--- config.mk ---
export PLATFORM = sky130hd
export DESIGN_NAME = touch_hold_debounce_rotate_flat
export DESIGN_NICKNAME = d
export VERILOG_FILES = /design/src/rtl/core/thdr_pkg.sv /design/src/rtl/core/thdr_ifs.sv /design/src/rtl/core/thdr_ram.sv /design/src/rtl/core/thdr_map.sv /design/src/rtl/core/touch_hold_debounce_rotate.sv /design/src/flat_wrapper.sv
export SDC_FILE = /design/constraint.sdc
export NUM_CORES = 1
export LEC_CHECK = 0
export BUFFER_PORTS_ARGS = -buffer_cell sky130_fd_sc_hd__clkbuf_2
export CORE_UTILIZATION = 35
export DETAILED_ROUTE_END_ITERATION = 16
export GPL_ROUTABILITY_DRIVEN = 0
export GPL_TIMING_DRIVEN = 0
export HOLD_SLACK_MARGIN = 0.12
export PLACE_DENSITY = 0.51
export SYNTH_ARGS = -nofsm -noshare
export SYNTH_HDL_FRONTEND = slang
export SYNTH_SLANG_ARGS = --single-unit
--- constraint.sdc ---
create_clock -name clock -period 9.4 [get_ports clock]
set_input_delay 2.82 -clock clock [delete_from_list [all_inputs] [get_ports clock]]
set_output_delay 2.82 -clock clock [all_outputs]
set_load 0.02 [all_outputs]
--- src/rtl/core/thdr_pkg.sv ---
`timescale 1ns / 1ps
// Shared widths, codes, reset values and types of the touch debounce block.
package thdr_pkg;

   localparam int MAX_POINTS_DEF = 5;
   localparam int COORD_BITS     = 12;

   localparam int KIND_W    = 2;
   localparam int RAW_W     = 12;
   localparam int AREA_W    = 16;
   localparam int FCOUNT_W  = 8;
   localparam int ID_W      = 3;
   localparam int RCOUNT_W  = 3;
   localparam int ROT_W     = 2;
   localparam int DIM_W     = 13;
   localparam int MS_W      = 16;
   localparam int LIMIT_W   = 3;
   localparam int CSR_IDX_W = 3;
   localparam int CSR_DAT_W = 16;
   localparam int ENTRY_W   = 2 * COORD_BITS + AREA_W;

   localparam int DIM_TOP = 1 << COORD_BITS;

   localparam logic [KIND_W-1:0] KIND_TICK  = 2'd0;
   localparam logic [KIND_W-1:0] KIND_EMPTY = 2'd1;
   localparam logic [KIND_W-1:0] KIND_POINT = 2'd2;

   localparam logic [ROT_W-1:0] ROT_0   = 2'd0;
   localparam logic [ROT_W-1:0] ROT_90  = 2'd1;
   localparam logic [ROT_W-1:0] ROT_180 = 2'd2;
   localparam logic [ROT_W-1:0] ROT_270 = 2'd3;

   localparam logic [CSR_IDX_W-1:0] CSR_ROTATION     = 3'd0;
   localparam logic [CSR_IDX_W-1:0] CSR_PANEL_WIDTH  = 3'd1;
   localparam logic [CSR_IDX_W-1:0] CSR_PANEL_HEIGHT = 3'd2;
   localparam logic [CSR_IDX_W-1:0] CSR_DEBOUNCE_MS  = 3'd3;
   localparam logic [CSR_IDX_W-1:0] CSR_REPORT_LIMIT = 3'd4;

   localparam logic [ROT_W-1:0]   ROTATION_RST = ROT_0;
   localparam logic [DIM_W-1:0]   WIDTH_RST    = 13'd320;
   localparam logic [DIM_W-1:0]   HEIGHT_RST   = 13'd480;
   localparam logic [MS_W-1:0]    DEBOUNCE_RST = 16'd50;
   localparam int                 LIMIT_RST    = 5;

   typedef struct packed {
      logic [ROT_W-1:0] rotation;
      logic [DIM_W-1:0] width;
      logic [DIM_W-1:0] height;
   } geom_type;

   // A panel dimension of zero acts as one, and one above the coordinate range is capped.
   function automatic logic [DIM_W-1:0] eff_dim(input logic [DIM_W-1:0] d);
      logic [DIM_W-1:0] r;
      if (d == '0) begin
         r = DIM_W'(1);
      end else if (32'(d) > DIM_TOP) begin
         r = DIM_W'(DIM_TOP);
      end else begin
         r = d;
      end
      return r;
   endfunction

endpackage

--- src/rtl/core/thdr_ifs.sv ---
`timescale 1ns / 1ps
// Channel interfaces of the touch debounce block: request, response and register write.
interface thdr_req_if;
   import thdr_pkg::*;
   logic                valid;
   logic                ready;
   logic [KIND_W-1:0]   kind;
   logic [RAW_W-1:0]    raw_x;
   logic [RAW_W-1:0]    raw_y;
   logic [AREA_W-1:0]   raw_area;
   logic [FCOUNT_W-1:0] frame_count;
   logic                frame_end;
   modport source (output valid, kind, raw_x, raw_y, raw_area, frame_count, frame_end,
                   input ready);
   modport sink   (input valid, kind, raw_x, raw_y, raw_area, frame_count, frame_end,
                   output ready);
endinterface

interface thdr_rsp_if;
   import thdr_pkg::*;
   logic                  valid;
   logic                  ready;
   logic [COORD_BITS-1:0] out_x;
   logic [COORD_BITS-1:0] out_y;
   logic [AREA_W-1:0]     out_strength;
   logic [ID_W-1:0]       out_id;
   logic [RCOUNT_W-1:0]   reported_count;
   logic                  last;
   modport source (output valid, out_x, out_y, out_strength, out_id, reported_count, last,
                   input ready);
   modport sink   (input valid, out_x, out_y, out_strength, out_id, reported_count, last,
                   output ready);
endinterface

interface thdr_csr_if;
   import thdr_pkg::*;
   logic                 valid;
   logic                 ready;
   logic [CSR_IDX_W-1:0] reg_index;
   logic [CSR_DAT_W-1:0] data;
   modport source (output valid, reg_index, data, input ready);
   modport sink   (input valid, reg_index, data, output ready);
endinterface

--- src/rtl/core/thdr_ram.sv ---
`timescale 1ns / 1ps
// Generic single-write, single-read synchronous RAM with registered read data.
module thdr_ram #(
   parameter int WIDTH = thdr_pkg::ENTRY_W,
   parameter int DEPTH = thdr_pkg::MAX_POINTS_DEF
) (
   input  logic                                          clock,
   input  logic                                          wr_en,
   input  logic [((DEPTH > 1) ? $clog2(DEPTH) : 1)-1:0]  wr_addr,
   input  logic [WIDTH-1:0]                              wr_data,
   input  logic                                          rd_en,
   input  logic [((DEPTH > 1) ? $clog2(DEPTH) : 1)-1:0]  rd_addr,
   output logic [WIDTH-1:0]                              rd_data
);

   logic [WIDTH-1:0] mem_ff [DEPTH];
   logic [WIDTH-1:0] rd_data_ff;

   always_ff @(posedge clock) begin
      if (wr_en) begin
         mem_ff[wr_addr] <= wr_data;
      end
      if (rd_en) begin
         rd_data_ff <= mem_ff[rd_addr];
      end
   end

   assign rd_data = rd_data_ff;

endmodule

--- src/rtl/core/thdr_map.sv ---
`timescale 1ns / 1ps
// Quarter-turn rotation of a raw touch point and clamping to the rotated screen bounds.
module thdr_map (
   input  thdr_pkg::geom_type                 geom,
   input  logic [thdr_pkg::RAW_W-1:0]         raw_x,
   input  logic [thdr_pkg::RAW_W-1:0]         raw_y,
   output logic [thdr_pkg::COORD_BITS-1:0]    map_x,
   output logic [thdr_pkg::COORD_BITS-1:0]    map_y
);
   import thdr_pkg::*;

   localparam int SW = DIM_W + 1;

   logic signed [SW-1:0] rx_s, ry_s, w_s, h_s, x_s, y_s, mx_s, my_s;

   function automatic logic [COORD_BITS-1:0] clamp(input logic signed [SW-1:0] v,
                                                   input logic signed [SW-1:0] hi);
      logic [COORD_BITS-1:0] r;
      if (v < 0) begin
         r = '0;
      end else if (v > hi) begin
         r = hi[COORD_BITS-1:0];
      end else begin
         r = v[COORD_BITS-1:0];
      end
      return r;
   endfunction

   assign rx_s = $signed(SW'(raw_x));
   assign ry_s = $signed(SW'(raw_y));
   assign w_s  = $signed(SW'(geom.width));
   assign h_s  = $signed(SW'(geom.height));

   always_comb begin
      case (geom.rotation)
         ROT_90: begin
            x_s = ry_s;
            y_s = w_s - rx_s;
         end
         ROT_180: begin
            x_s = w_s - rx_s;
            y_s = h_s - ry_s;
         end
         ROT_270: begin
            x_s = h_s - ry_s;
            y_s = rx_s;
         end
         default: begin
            x_s = rx_s;
            y_s = ry_s;
         end
      endcase
      if (geom.rotation[0]) begin
         mx_s = h_s - SW'(1);
         my_s = w_s - SW'(1);
      end else begin
         mx_s = w_s - SW'(1);
         my_s = h_s - SW'(1);
      end
   end

   assign map_x = clamp(x_s, mx_s);
   assign map_y = clamp(y_s, my_s);

endmodule

--- src/rtl/core/touch_hold_debounce_rotate.sv ---
`timescale 1ns / 1ps
// Touch poll debouncer: caches rotated points in a RAM and reports or replays them per poll.
// Ticks, unused items and points that do not end a poll are accepted one per cycle while the
// block is idle. A poll's results pass through the state register, the registered cache read
// and the result register, then follow one per cycle while the receiver is ready; the next item
// is accepted once the last one is loaded, as it is after the single release result.
// Synchronous reset restores the register defaults and clears control state, not the cache.
module touch_hold_debounce_rotate #(
   parameter int MAX_POINTS = thdr_pkg::MAX_POINTS_DEF
) (
   input logic          clock,
   input logic          reset,
   thdr_req_if.sink     req_ch,
   thdr_rsp_if.source   rsp_ch,
   thdr_csr_if.sink     csr_ch
);
   import thdr_pkg::*;

   localparam int CNT_W  = $clog2(MAX_POINTS + 1);
   localparam int ADDR_W = (MAX_POINTS > 1) ? $clog2(MAX_POINTS) : 1;
   localparam logic [CNT_W-1:0] MAX_CNT   = CNT_W'(MAX_POINTS);
   localparam logic [CNT_W-1:0] LIMIT_DEF =
      CNT_W'((LIMIT_RST > MAX_POINTS) ? MAX_POINTS : LIMIT_RST);

   localparam logic [1:0] S_IDLE = 2'd0;
   localparam logic [1:0] S_READ = 2'd1;
   localparam logic [1:0] S_WAIT = 2'd2;
   localparam logic [1:0] S_REL  = 2'd3;

   geom_type          geom_ff;
   logic [MS_W-1:0]   debounce_ff;
   logic [CNT_W-1:0]  limit_ff;
   logic [LIMIT_W-1:0] limit_raw;

   logic [1:0]        state_ff, state_in;
   logic              active_ff, active_in;
   logic [CNT_W-1:0]  cached_ff, cached_in;
   logic [MS_W-1:0]   elapsed_ff, elapsed_in;
   logic [CNT_W-1:0]  wi_ff, wi_in;
   logic [CNT_W-1:0]  emit_n_ff, emit_n_in;
   logic [CNT_W-1:0]  emit_i_ff, emit_i_in;
   logic [CNT_W-1:0]  emit_rd_ff, emit_rd_in;

   logic                  rsp_valid_ff, rsp_valid_in;
   logic                  rsp_load;
   logic                  rsp_last_in;
   logic [COORD_BITS-1:0] rsp_x_ff, rsp_x_in, rsp_y_ff, rsp_y_in;
   logic [AREA_W-1:0]     rsp_str_ff, rsp_str_in;
   logic [ID_W-1:0]       rsp_id_ff, rsp_id_in;
   logic [RCOUNT_W-1:0]   rsp_cnt_ff, rsp_cnt_in;
   logic                  rsp_last_ff;

   logic                  req_acc, fcount_nz, do_write, empty_poll, frame_done, bridge;
   logic                  out_free, last_now;
   logic [CNT_W-1:0]      wi_pt, fc_n, n_fr, n_rep;
   logic [COORD_BITS-1:0] map_x, map_y;
   logic                  rd_en;
   logic [ADDR_W-1:0]     rd_addr;
   logic [ENTRY_W-1:0]    rd_data;

   // Register writes.
   assign csr_ch.ready = 1'b1;
   assign limit_raw    = csr_ch.data[LIMIT_W-1:0];

   always_ff @(posedge clock) begin
      if (reset) begin
         geom_ff.rotation <= ROTATION_RST;
         geom_ff.width    <= WIDTH_RST;
         geom_ff.height   <= HEIGHT_RST;
         debounce_ff      <= DEBOUNCE_RST;
         limit_ff         <= LIMIT_DEF;
      end else if (csr_ch.valid) begin
         unique case (csr_ch.reg_index)
            CSR_ROTATION:     geom_ff.rotation <= csr_ch.data[ROT_W-1:0];
            CSR_PANEL_WIDTH:  geom_ff.width    <= eff_dim(csr_ch.data[DIM_W-1:0]);
            CSR_PANEL_HEIGHT: geom_ff.height   <= eff_dim(csr_ch.data[DIM_W-1:0]);
            CSR_DEBOUNCE_MS:  debounce_ff      <= csr_ch.data[MS_W-1:0];
            CSR_REPORT_LIMIT: begin
               if (limit_raw == '0) begin
                  limit_ff <= CNT_W'(1);
               end else if (32'(limit_raw) > MAX_POINTS) begin
                  limit_ff <= MAX_CNT;
               end else begin
                  limit_ff <= CNT_W'(limit_raw);
               end
            end
            default: ;
         endcase
      end
   end

   thdr_map u_map (
      .geom  (geom_ff),
      .raw_x (req_ch.raw_x),
      .raw_y (req_ch.raw_y),
      .map_x (map_x),
      .map_y (map_y)
   );

   thdr_ram #(
      .WIDTH (ENTRY_W),
      .DEPTH (MAX_POINTS)
   ) u_cache (
      .clock   (clock),
      .wr_en   (do_write),
      .wr_addr (wi_ff[ADDR_W-1:0]),
      .wr_data ({map_x, map_y, req_ch.raw_area}),
      .rd_en   (rd_en),
      .rd_addr (rd_addr),
      .rd_data (rd_data)
   );

   assign req_ch.ready = (state_ff == S_IDLE);
   assign req_acc      = req_ch.valid && req_ch.ready;
   assign fcount_nz    = (req_ch.frame_count != '0);
   assign do_write     = req_acc && (req_ch.kind == KIND_POINT) && fcount_nz &&
                         (wi_ff < MAX_CNT);
   assign wi_pt        = do_write ? wi_ff + CNT_W'(1) : wi_ff;
   assign fc_n         = (32'(req_ch.frame_count) > MAX_POINTS) ? MAX_CNT
                                                                : CNT_W'(req_ch.frame_count);
   assign n_fr         = (fc_n < wi_pt) ? fc_n : wi_pt;
   assign n_rep        = (cached_ff < limit_ff) ? cached_ff : limit_ff;
   assign bridge       = active_ff && (elapsed_ff < debounce_ff) && (cached_ff != '0);
   assign empty_poll   = req_acc && ((req_ch.kind == KIND_EMPTY) ||
                         ((req_ch.kind == KIND_POINT) && req_ch.frame_end && !fcount_nz));
   assign frame_done   = req_acc && (req_ch.kind == KIND_POINT) && req_ch.frame_end &&
                         fcount_nz;
   assign out_free     = !rsp_valid_ff || rsp_ch.ready;
   assign last_now     = (emit_i_ff + CNT_W'(1) == emit_n_ff);

   always_comb begin
      state_in    = state_ff;
      active_in   = active_ff;
      cached_in   = cached_ff;
      elapsed_in  = elapsed_ff;
      wi_in       = wi_ff;
      emit_n_in   = emit_n_ff;
      emit_i_in   = emit_i_ff;
      emit_rd_in  = emit_rd_ff;
      rd_en       = 1'b0;
      rd_addr     = emit_rd_ff[ADDR_W-1:0];
      rsp_load    = 1'b0;
      rsp_x_in    = rd_data[ENTRY_W-1 -: COORD_BITS];
      rsp_y_in    = rd_data[AREA_W +: COORD_BITS];
      rsp_str_in  = rd_data[AREA_W-1:0];
      rsp_id_in   = ID_W'(emit_i_ff);
      rsp_cnt_in  = RCOUNT_W'(emit_n_ff);
      rsp_last_in = last_now;

      unique case (state_ff)
         S_IDLE: begin
            if (req_acc && (req_ch.kind == KIND_TICK) && (elapsed_ff != '1)) begin
               elapsed_in = elapsed_ff + MS_W'(1);
            end
            if (req_acc && (req_ch.kind == KIND_POINT)) begin
               wi_in = wi_pt;
            end
            if (empty_poll) begin
               wi_in = '0;
               if (bridge) begin
                  emit_n_in  = n_rep;
                  emit_i_in  = '0;
                  emit_rd_in = '0;
                  state_in   = S_READ;
               end else begin
                  active_in = 1'b0;
                  cached_in = '0;
                  state_in  = S_REL;
               end
            end
            if (frame_done) begin
               wi_in      = '0;
               active_in  = 1'b1;
               cached_in  = n_fr;
               elapsed_in = '0;
               emit_n_in  = (n_fr < limit_ff) ? n_fr : limit_ff;
               emit_i_in  = '0;
               emit_rd_in = '0;
               state_in   = S_READ;
            end
         end
         S_READ: begin
            rd_en      = 1'b1;
            emit_rd_in = emit_rd_ff + CNT_W'(1);
            state_in   = S_WAIT;
         end
         S_WAIT: begin
            if (out_free) begin
               rsp_load  = 1'b1;
               emit_i_in = emit_i_ff + CNT_W'(1);
               if (last_now) begin
                  state_in = S_IDLE;
               end else begin
                  rd_en      = 1'b1;
                  emit_rd_in = emit_rd_ff + CNT_W'(1);
               end
            end
         end
         S_REL: begin
            if (out_free) begin
               rsp_load    = 1'b1;
               rsp_x_in    = '0;
               rsp_y_in    = '0;
               rsp_str_in  = '0;
               rsp_id_in   = '0;
               rsp_cnt_in  = '0;
               rsp_last_in = 1'b1;
               state_in    = S_IDLE;
            end
         end
         default: state_in = S_IDLE;
      endcase

      if (rsp_load) begin
         rsp_valid_in = 1'b1;
      end else if (rsp_ch.ready) begin
         rsp_valid_in = 1'b0;
      end else begin
         rsp_valid_in = rsp_valid_ff;
      end
   end

   always_ff @(posedge clock) begin
      if (reset) begin
         state_ff     <= S_IDLE;
         active_ff    <= 1'b0;
         cached_ff    <= '0;
         elapsed_ff   <= '0;
         wi_ff        <= '0;
         emit_n_ff    <= '0;
         emit_i_ff    <= '0;
         emit_rd_ff   <= '0;
         rsp_valid_ff <= 1'b0;
      end else begin
         state_ff     <= state_in;
         active_ff    <= active_in;
         cached_ff    <= cached_in;
         elapsed_ff   <= elapsed_in;
         wi_ff        <= wi_in;
         emit_n_ff    <= emit_n_in;
         emit_i_ff    <= emit_i_in;
         emit_rd_ff   <= emit_rd_in;
         rsp_valid_ff <= rsp_valid_in;
      end
   end

   always_ff @(posedge clock) begin
      if (rsp_load) begin
         rsp_x_ff    <= rsp_x_in;
         rsp_y_ff    <= rsp_y_in;
         rsp_str_ff  <= rsp_str_in;
         rsp_id_ff   <= rsp_id_in;
         rsp_cnt_ff  <= rsp_cnt_in;
         rsp_last_ff <= rsp_last_in;
      end
   end

   assign rsp_ch.valid          = rsp_valid_ff;
   assign rsp_ch.out_x          = rsp_x_ff;
   assign rsp_ch.out_y          = rsp_y_ff;
   assign rsp_ch.out_strength   = rsp_str_ff;
   assign rsp_ch.out_id         = rsp_id_ff;
   assign rsp_ch.reported_count = rsp_cnt_ff;
   assign rsp_ch.last           = rsp_last_ff;

   a_count_matches_active: assert property (@(posedge clock) disable iff (reset)
      (cached_ff != '0) == active_ff)
      else $error("Cached point count disagrees with the touch state.");

   a_write_index_bound: assert property (@(posedge clock) disable iff (reset)
      wi_ff <= MAX_CNT)
      else $error("Cache write index beyond the cache depth.");

   a_emit_bounds: assert property (@(posedge clock) disable iff (reset)
      (state_ff == S_READ || state_ff == S_WAIT) |->
         (emit_i_ff < emit_n_ff) && (emit_rd_ff <= emit_n_ff) && (emit_n_ff <= limit_ff))
      else $error("Replay counters out of range.");

   a_frame_done: assert property (@(posedge clock) disable iff (reset)
      frame_done |=> active_ff && (elapsed_ff == '0) && (state_ff == S_READ))
      else $error("Completed poll did not start a report.");

   a_final_result: assert property (@(posedge clock) disable iff (reset)
      (state_ff == S_WAIT && out_free && last_now) |=>
         (state_ff == S_IDLE) && rsp_ch.valid && rsp_ch.last)
      else $error("Final transaction of a poll not marked last.");

endmodule

--- src/flat_wrapper.sv ---
// flat-port wrapper written by rule: the top's interface ports become plain ports
module touch_hold_debounce_rotate_flat import thdr_pkg::*;
#(
   parameter int MAX_POINTS = thdr_pkg::MAX_POINTS_DEF
)
  (clock, reset, req_ch_valid, req_ch_kind, req_ch_raw_x, req_ch_raw_y, req_ch_raw_area, req_ch_frame_count, req_ch_frame_end, req_ch_ready, rsp_ch_valid, rsp_ch_out_x, rsp_ch_out_y, rsp_ch_out_strength, rsp_ch_out_id, rsp_ch_reported_count, rsp_ch_last, rsp_ch_ready, csr_ch_valid, csr_ch_reg_index, csr_ch_data, csr_ch_ready);
  thdr_req_if req_ch_i ();
  thdr_rsp_if rsp_ch_i ();
  thdr_csr_if csr_ch_i ();
  input logic clock;
  input logic reset;
  input wire logic [$bits(req_ch_i.valid)-1:0] req_ch_valid;
  input wire logic [$bits(req_ch_i.kind)-1:0] req_ch_kind;
  input wire logic [$bits(req_ch_i.raw_x)-1:0] req_ch_raw_x;
  input wire logic [$bits(req_ch_i.raw_y)-1:0] req_ch_raw_y;
  input wire logic [$bits(req_ch_i.raw_area)-1:0] req_ch_raw_area;
  input wire logic [$bits(req_ch_i.frame_count)-1:0] req_ch_frame_count;
  input wire logic [$bits(req_ch_i.frame_end)-1:0] req_ch_frame_end;
  output wire logic [$bits(req_ch_i.ready)-1:0] req_ch_ready;
  output wire logic [$bits(rsp_ch_i.valid)-1:0] rsp_ch_valid;
  output wire logic [$bits(rsp_ch_i.out_x)-1:0] rsp_ch_out_x;
  output wire logic [$bits(rsp_ch_i.out_y)-1:0] rsp_ch_out_y;
  output wire logic [$bits(rsp_ch_i.out_strength)-1:0] rsp_ch_out_strength;
  output wire logic [$bits(rsp_ch_i.out_id)-1:0] rsp_ch_out_id;
  output wire logic [$bits(rsp_ch_i.reported_count)-1:0] rsp_ch_reported_count;
  output wire logic [$bits(rsp_ch_i.last)-1:0] rsp_ch_last;
  input wire logic [$bits(rsp_ch_i.ready)-1:0] rsp_ch_ready;
  input wire logic [$bits(csr_ch_i.valid)-1:0] csr_ch_valid;
  input wire logic [$bits(csr_ch_i.reg_index)-1:0] csr_ch_reg_index;
  input wire logic [$bits(csr_ch_i.data)-1:0] csr_ch_data;
  output wire logic [$bits(csr_ch_i.ready)-1:0] csr_ch_ready;
  assign req_ch_i.valid = req_ch_valid;
  assign req_ch_i.kind = req_ch_kind;
  assign req_ch_i.raw_x = req_ch_raw_x;
  assign req_ch_i.raw_y = req_ch_raw_y;
  assign req_ch_i.raw_area = req_ch_raw_area;
  assign req_ch_i.frame_count = req_ch_frame_count;
  assign req_ch_i.frame_end = req_ch_frame_end;
  assign req_ch_ready = req_ch_i.ready;
  assign rsp_ch_valid = rsp_ch_i.valid;
  assign rsp_ch_out_x = rsp_ch_i.out_x;
  assign rsp_ch_out_y = rsp_ch_i.out_y;
  assign rsp_ch_out_strength = rsp_ch_i.out_strength;
  assign rsp_ch_out_id = rsp_ch_i.out_id;
  assign rsp_ch_reported_count = rsp_ch_i.reported_count;
  assign rsp_ch_last = rsp_ch_i.last;
  assign rsp_ch_i.ready = rsp_ch_ready;
  assign csr_ch_i.valid = csr_ch_valid;
  assign csr_ch_i.reg_index = csr_ch_reg_index;
  assign csr_ch_i.data = csr_ch_data;
  assign csr_ch_ready = csr_ch_i.ready;
  touch_hold_debounce_rotate #(.MAX_POINTS(MAX_POINTS)) u_core (.clock(clock), .reset(reset), .req_ch(req_ch_i), .rsp_ch(rsp_ch_i), .csr_ch(csr_ch_i));
endmodule
==> results.cfg <==
[floorplan]
initial_utilization = 0.357
ios = 125
die_area_sq_mm = 0.0537
num_rows = 83
die_w_microns = 232
core_area_sq_mm = 0.0517
dieHeight_microns = 232

[place]
dp_hpwl_microns = 34600
preCtsSetupSlack_ns = 1.19
io_buffers = 121
dp.cells = 2326

[timing]
period_minus_slack_ns = 7.79
hold_violations = 0
max_freq_ghz = 0.128
setup_tns_ns = 0
relSlewSlack = 0.158
final.setup.worst_slack_ns = 1.61
period_share = 0.829
setup_violations = 0
slew_viol_final = 0
holdWs_ns = 0.455
fin_worst_skew_ns = 0.0197
tightest_slew_ns = 1.26
rsz0062_at_grt = no

[worst_setup_path]
rr_endpoint = u_core.u_cache.mem_ff[2][30]$_DFFE_PP_
reg2reg_slack_ns = 3.54
crit_slowest_cell = a221oi_2
crit_chain = clkbuf_2 > inv_1 > ha_1 > o21a_1 > o21a_1 > a32o_1 > o31ai_1 > nand3_1 > a21oi_1 > clkbuf_1 > ha_1 > nor4b_1 > o21a_1 > a221oi_2 > buf_2 > nor2_1 > a211oi_1
crit_family = compound AO/OA/AOI/OAI gates
path_max_fanout = 10
cpMostUsedCell = o21a_1
crit_type = input pin to register
slowest_delay_ns = 0.71
critPathCaptureType = register
critPathLaunchType = input pin
cp.arrival_ns = 8.03
path_buf_inv = 4
worstPathRequired_ns = 9.64
r2r-start = u_core.geom_ff[5]$_SDFFE_PP1P_
ff2ff_path_depth = 15

[cts]
post_cts_buffers = 0
clkLatencyLatePin_ns = 0.56
cts_root_buffer = clkbuf_16
htreeDepth = 2
cts_tree = done
numCtsBuffers = 41
clk_path_buf_depth = 3
cts.sinks = 369
cts.clk_slew.worst_paths_ns = 0.06
cts-resized-gates = 0
holdBufCountCts = 0

[synthesis]
async_flop_share = 0
yosysMostFrequentCell = edfxtp_1
synth_edf_count = 287
syn_avg_cell_area_sq_um = 12.2
syn-num-nets = 1675
synthCells = 1515
yosysTopAreaCell = edfxtp_1
ys_warn_count = 0
synthFlopType = edfxtp_1
synthTopCellsByCount = edfxtp_1, nand2_1, a21oi_1
netlist_area_sq_mm = 0.0185
synth.distinct_cells = 72
synth_area_leaders = edfxtp_1, dfxtp_1, mux4_2
ys_seq_elements = 369
synth_top_area_frac = 0.466
yosysSeqAreaShare = 0.555

[drt]
avgRoutedWirePerCell_microns = 19.6
drc = 0
vias = 12469
viasPerCell = 5.21
drt-initial-drc-count = 896
drt_wl_total_microns = 47000
ant_nets = 0
first_pass_iters = 5

[finish]
area_growth_pct = 15.4
drive_gt1_frac = 0.184
nets = 1849
num_antenna_cells = 0
fin_cells = 2394

[pwr]
power_frac_comb = 0.188
power_frac_clock = 0.347
ir_worst_vdd_mv = 0.119
p_int_w = 0.00314
p_sw_w = 0.00119
swShare = 0.275
p_per_area_mw_per_mm2 = 203
p_leak_nw = 7.76
seqPwrFrac = 0.465

[global_routing]
grt_util_met1 = 0.235
grtUsageMet2 = 0.291
grt_antenna_before_repair = 0
grt_pass1_wl_microns = 71900
grt_max_degree = 41
grt-ovfl-total = 0
top_usage_layer = met2
use_met3 = 0.0280
grtUsageTotal = 0.177
grt_pass1_vias = 12519

[status]
outcome = completed

[hold_path]
min_from = u_core.debounce_ff[13]$_SDFFE_PP0P_
min_path_type = register to register
hold_depth = 2
hold_end = u_core.debounce_ff[13]$_SDFFE_PP0P_

[run]
maxCapViolCount = 0
tightest hold or removal path, delay by kind of cell, from the launching register on:
| family | cells | cell delay [ns] |
|---|---|---|
| flops | 1 | 0.31 |
| simple gates | 1 | 0.05 |
| compound gates | 1 | 0.05 |
flip-flops by register name, indices dropped and copies added, names as in the netlist, 12 cells and up:
name	cells
u_core.u_cache.mem_ff	200
u_core.u_cache.rd_data	40
u_core.geom_ff	28
u_core.debounce_ff	16
u_core.elapsed_ff	16
u_core.rsp_ch.out_strength	16
u_core.rsp_ch.out_x	12
u_core.rsp_ch.out_y	12
through the flow:
stage | utilization | power [W] | instance area (sq um)
detailed placement | 0.388 | 0.00287 | 20100
CTS | 0.412 | 0.00439 | 21300
finish | 0.412 | 0.00433 | 21300
global route | 0.412 | 0.00452 | 21300
global placement | 0.385 | 0.00284 | 19900
floorplan | - | 0.00258 | 18500
area by class of cell:
class / instances / area [sq um]
inverter: 83 / 312
timing repair buffer: 131 / 729
clock buffer: 54 / 1080
fill: 4889 / 30400
buffer: 66 / 258
tap: 680 / 851
sequential: 369 / 10300
multi-input combinational: 997 / 7670
clock inverter: 14 / 155
cell usage in the layout, fill, tap and decap left out, types with 6 or more instances in the layout:
cell type / netlist / layout
a211oi_1: 14 / 14
a21o_1: 11 / 11
a21oi_1: 98 / 98
a31oi_1: 13 / 13
and2_1: 54 / 54
and3_1: 7 / 7
buf_1: 13 / 13
buf_4: 1 / 7
clkbuf_1: 47 / 59
clkbuf_16: 0 / 41
clkbuf_2: 0 / 121
dfxtp_1: 82 / 82
edfxtp_1: 287 / 287
ha_1: 83 / 83
inv_1: 83 / 83
mux2_2: 55 / 55
mux2i_1: 39 / 39
mux4_2: 48 / 48
nand2_1: 143 / 143
nand2b_1: 20 / 20
nand3_1: 28 / 28
nand4_1: 12 / 12
nor2_1: 87 / 85
nor2b_1: 23 / 22
nor3_1: 20 / 20
nor4_1: 10 / 9
o211a_1: 6 / 6
o211ai_1: 20 / 20
o21a_1: 7 / 7
o21ai_0: 33 / 33
o21bai_1: 7 / 7
o31ai_1: 7 / 7
or2_2: 7 / 7
or3_1: 10 / 10
or4_1: 7 / 7
xnor2_1: 34 / 34
xor2_1: 19 / 19
metal layers:
metal / share of wire / vias up
li1: - / 5979
met1: 0.45 / 6104
met2: 0.47 / 313
met3: 0.049 / 73
met4: 0.029 / 0
met5: 0 / -
power groups by stage:
stage | registers [W] | logic [W] | clock network, W
4_1_cts | 0.00202 | 0.000828 | 0.00155
5_1_grt | 0.00203 | 0.000898 | 0.00160
3_5_place_dp | 0.00205 | 0.000825 | 0
6_report | 0.00201 | 0.000815 | 0.00150
2_1_floorplan | 0.00212 | 0.000456 | 0
3_3_place_gp | 0.00207 | 0.000779 | 0
worst max-delay path by stage:
| stage | from | slack, ns | endpoint | cells past startpoint |
|---|---|---|---|---|
| global placement | req_ch_kind[0] | -2.59 | u_core.u_cache.mem_ff[1][1]$_DFFE_PP_ | 5 |
| global route | req_ch_raw_y[5] | 1.29 | u_core.u_cache.mem_ff[4][30]$_DFFE_PP_ | 17 |
| CTS | req_ch_raw_y[5] | 1.76 | u_core.u_cache.mem_ff[4][30]$_DFFE_PP_ | 17 |
| floorplan | req_ch_kind[0] | 1.63 | u_core.u_cache.mem_ff[1][0]$_DFFE_PP_ | 4 |
| finish | req_ch_raw_y[5] | 1.61 | u_core.u_cache.mem_ff[2][30]$_DFFE_PP_ | 17 |
| detailed placement | req_ch_raw_y[5] | 1.19 | u_core.u_cache.mem_ff[4][30]$_DFFE_PP_ | 17 |
cell families (layout without fill, tap and decap cells):
kind of cell / after synthesis / in the layout / synth area share
other cells: 1 / 1 / 0.000203
mux: 143 / 143 / 0.114
buf+inv: 149 / 348 / 0.0308
flops: 369 / 369 / 0.555
fa+ha+maj: 85 / 85 / 0.0584
simple gates: 455 / 455 / 0.123
compound gates: 260 / 260 / 0.0929
xor+xnor: 53 / 53 / 0.0251
Note: power is estimated with default switching activity, not from simulation.
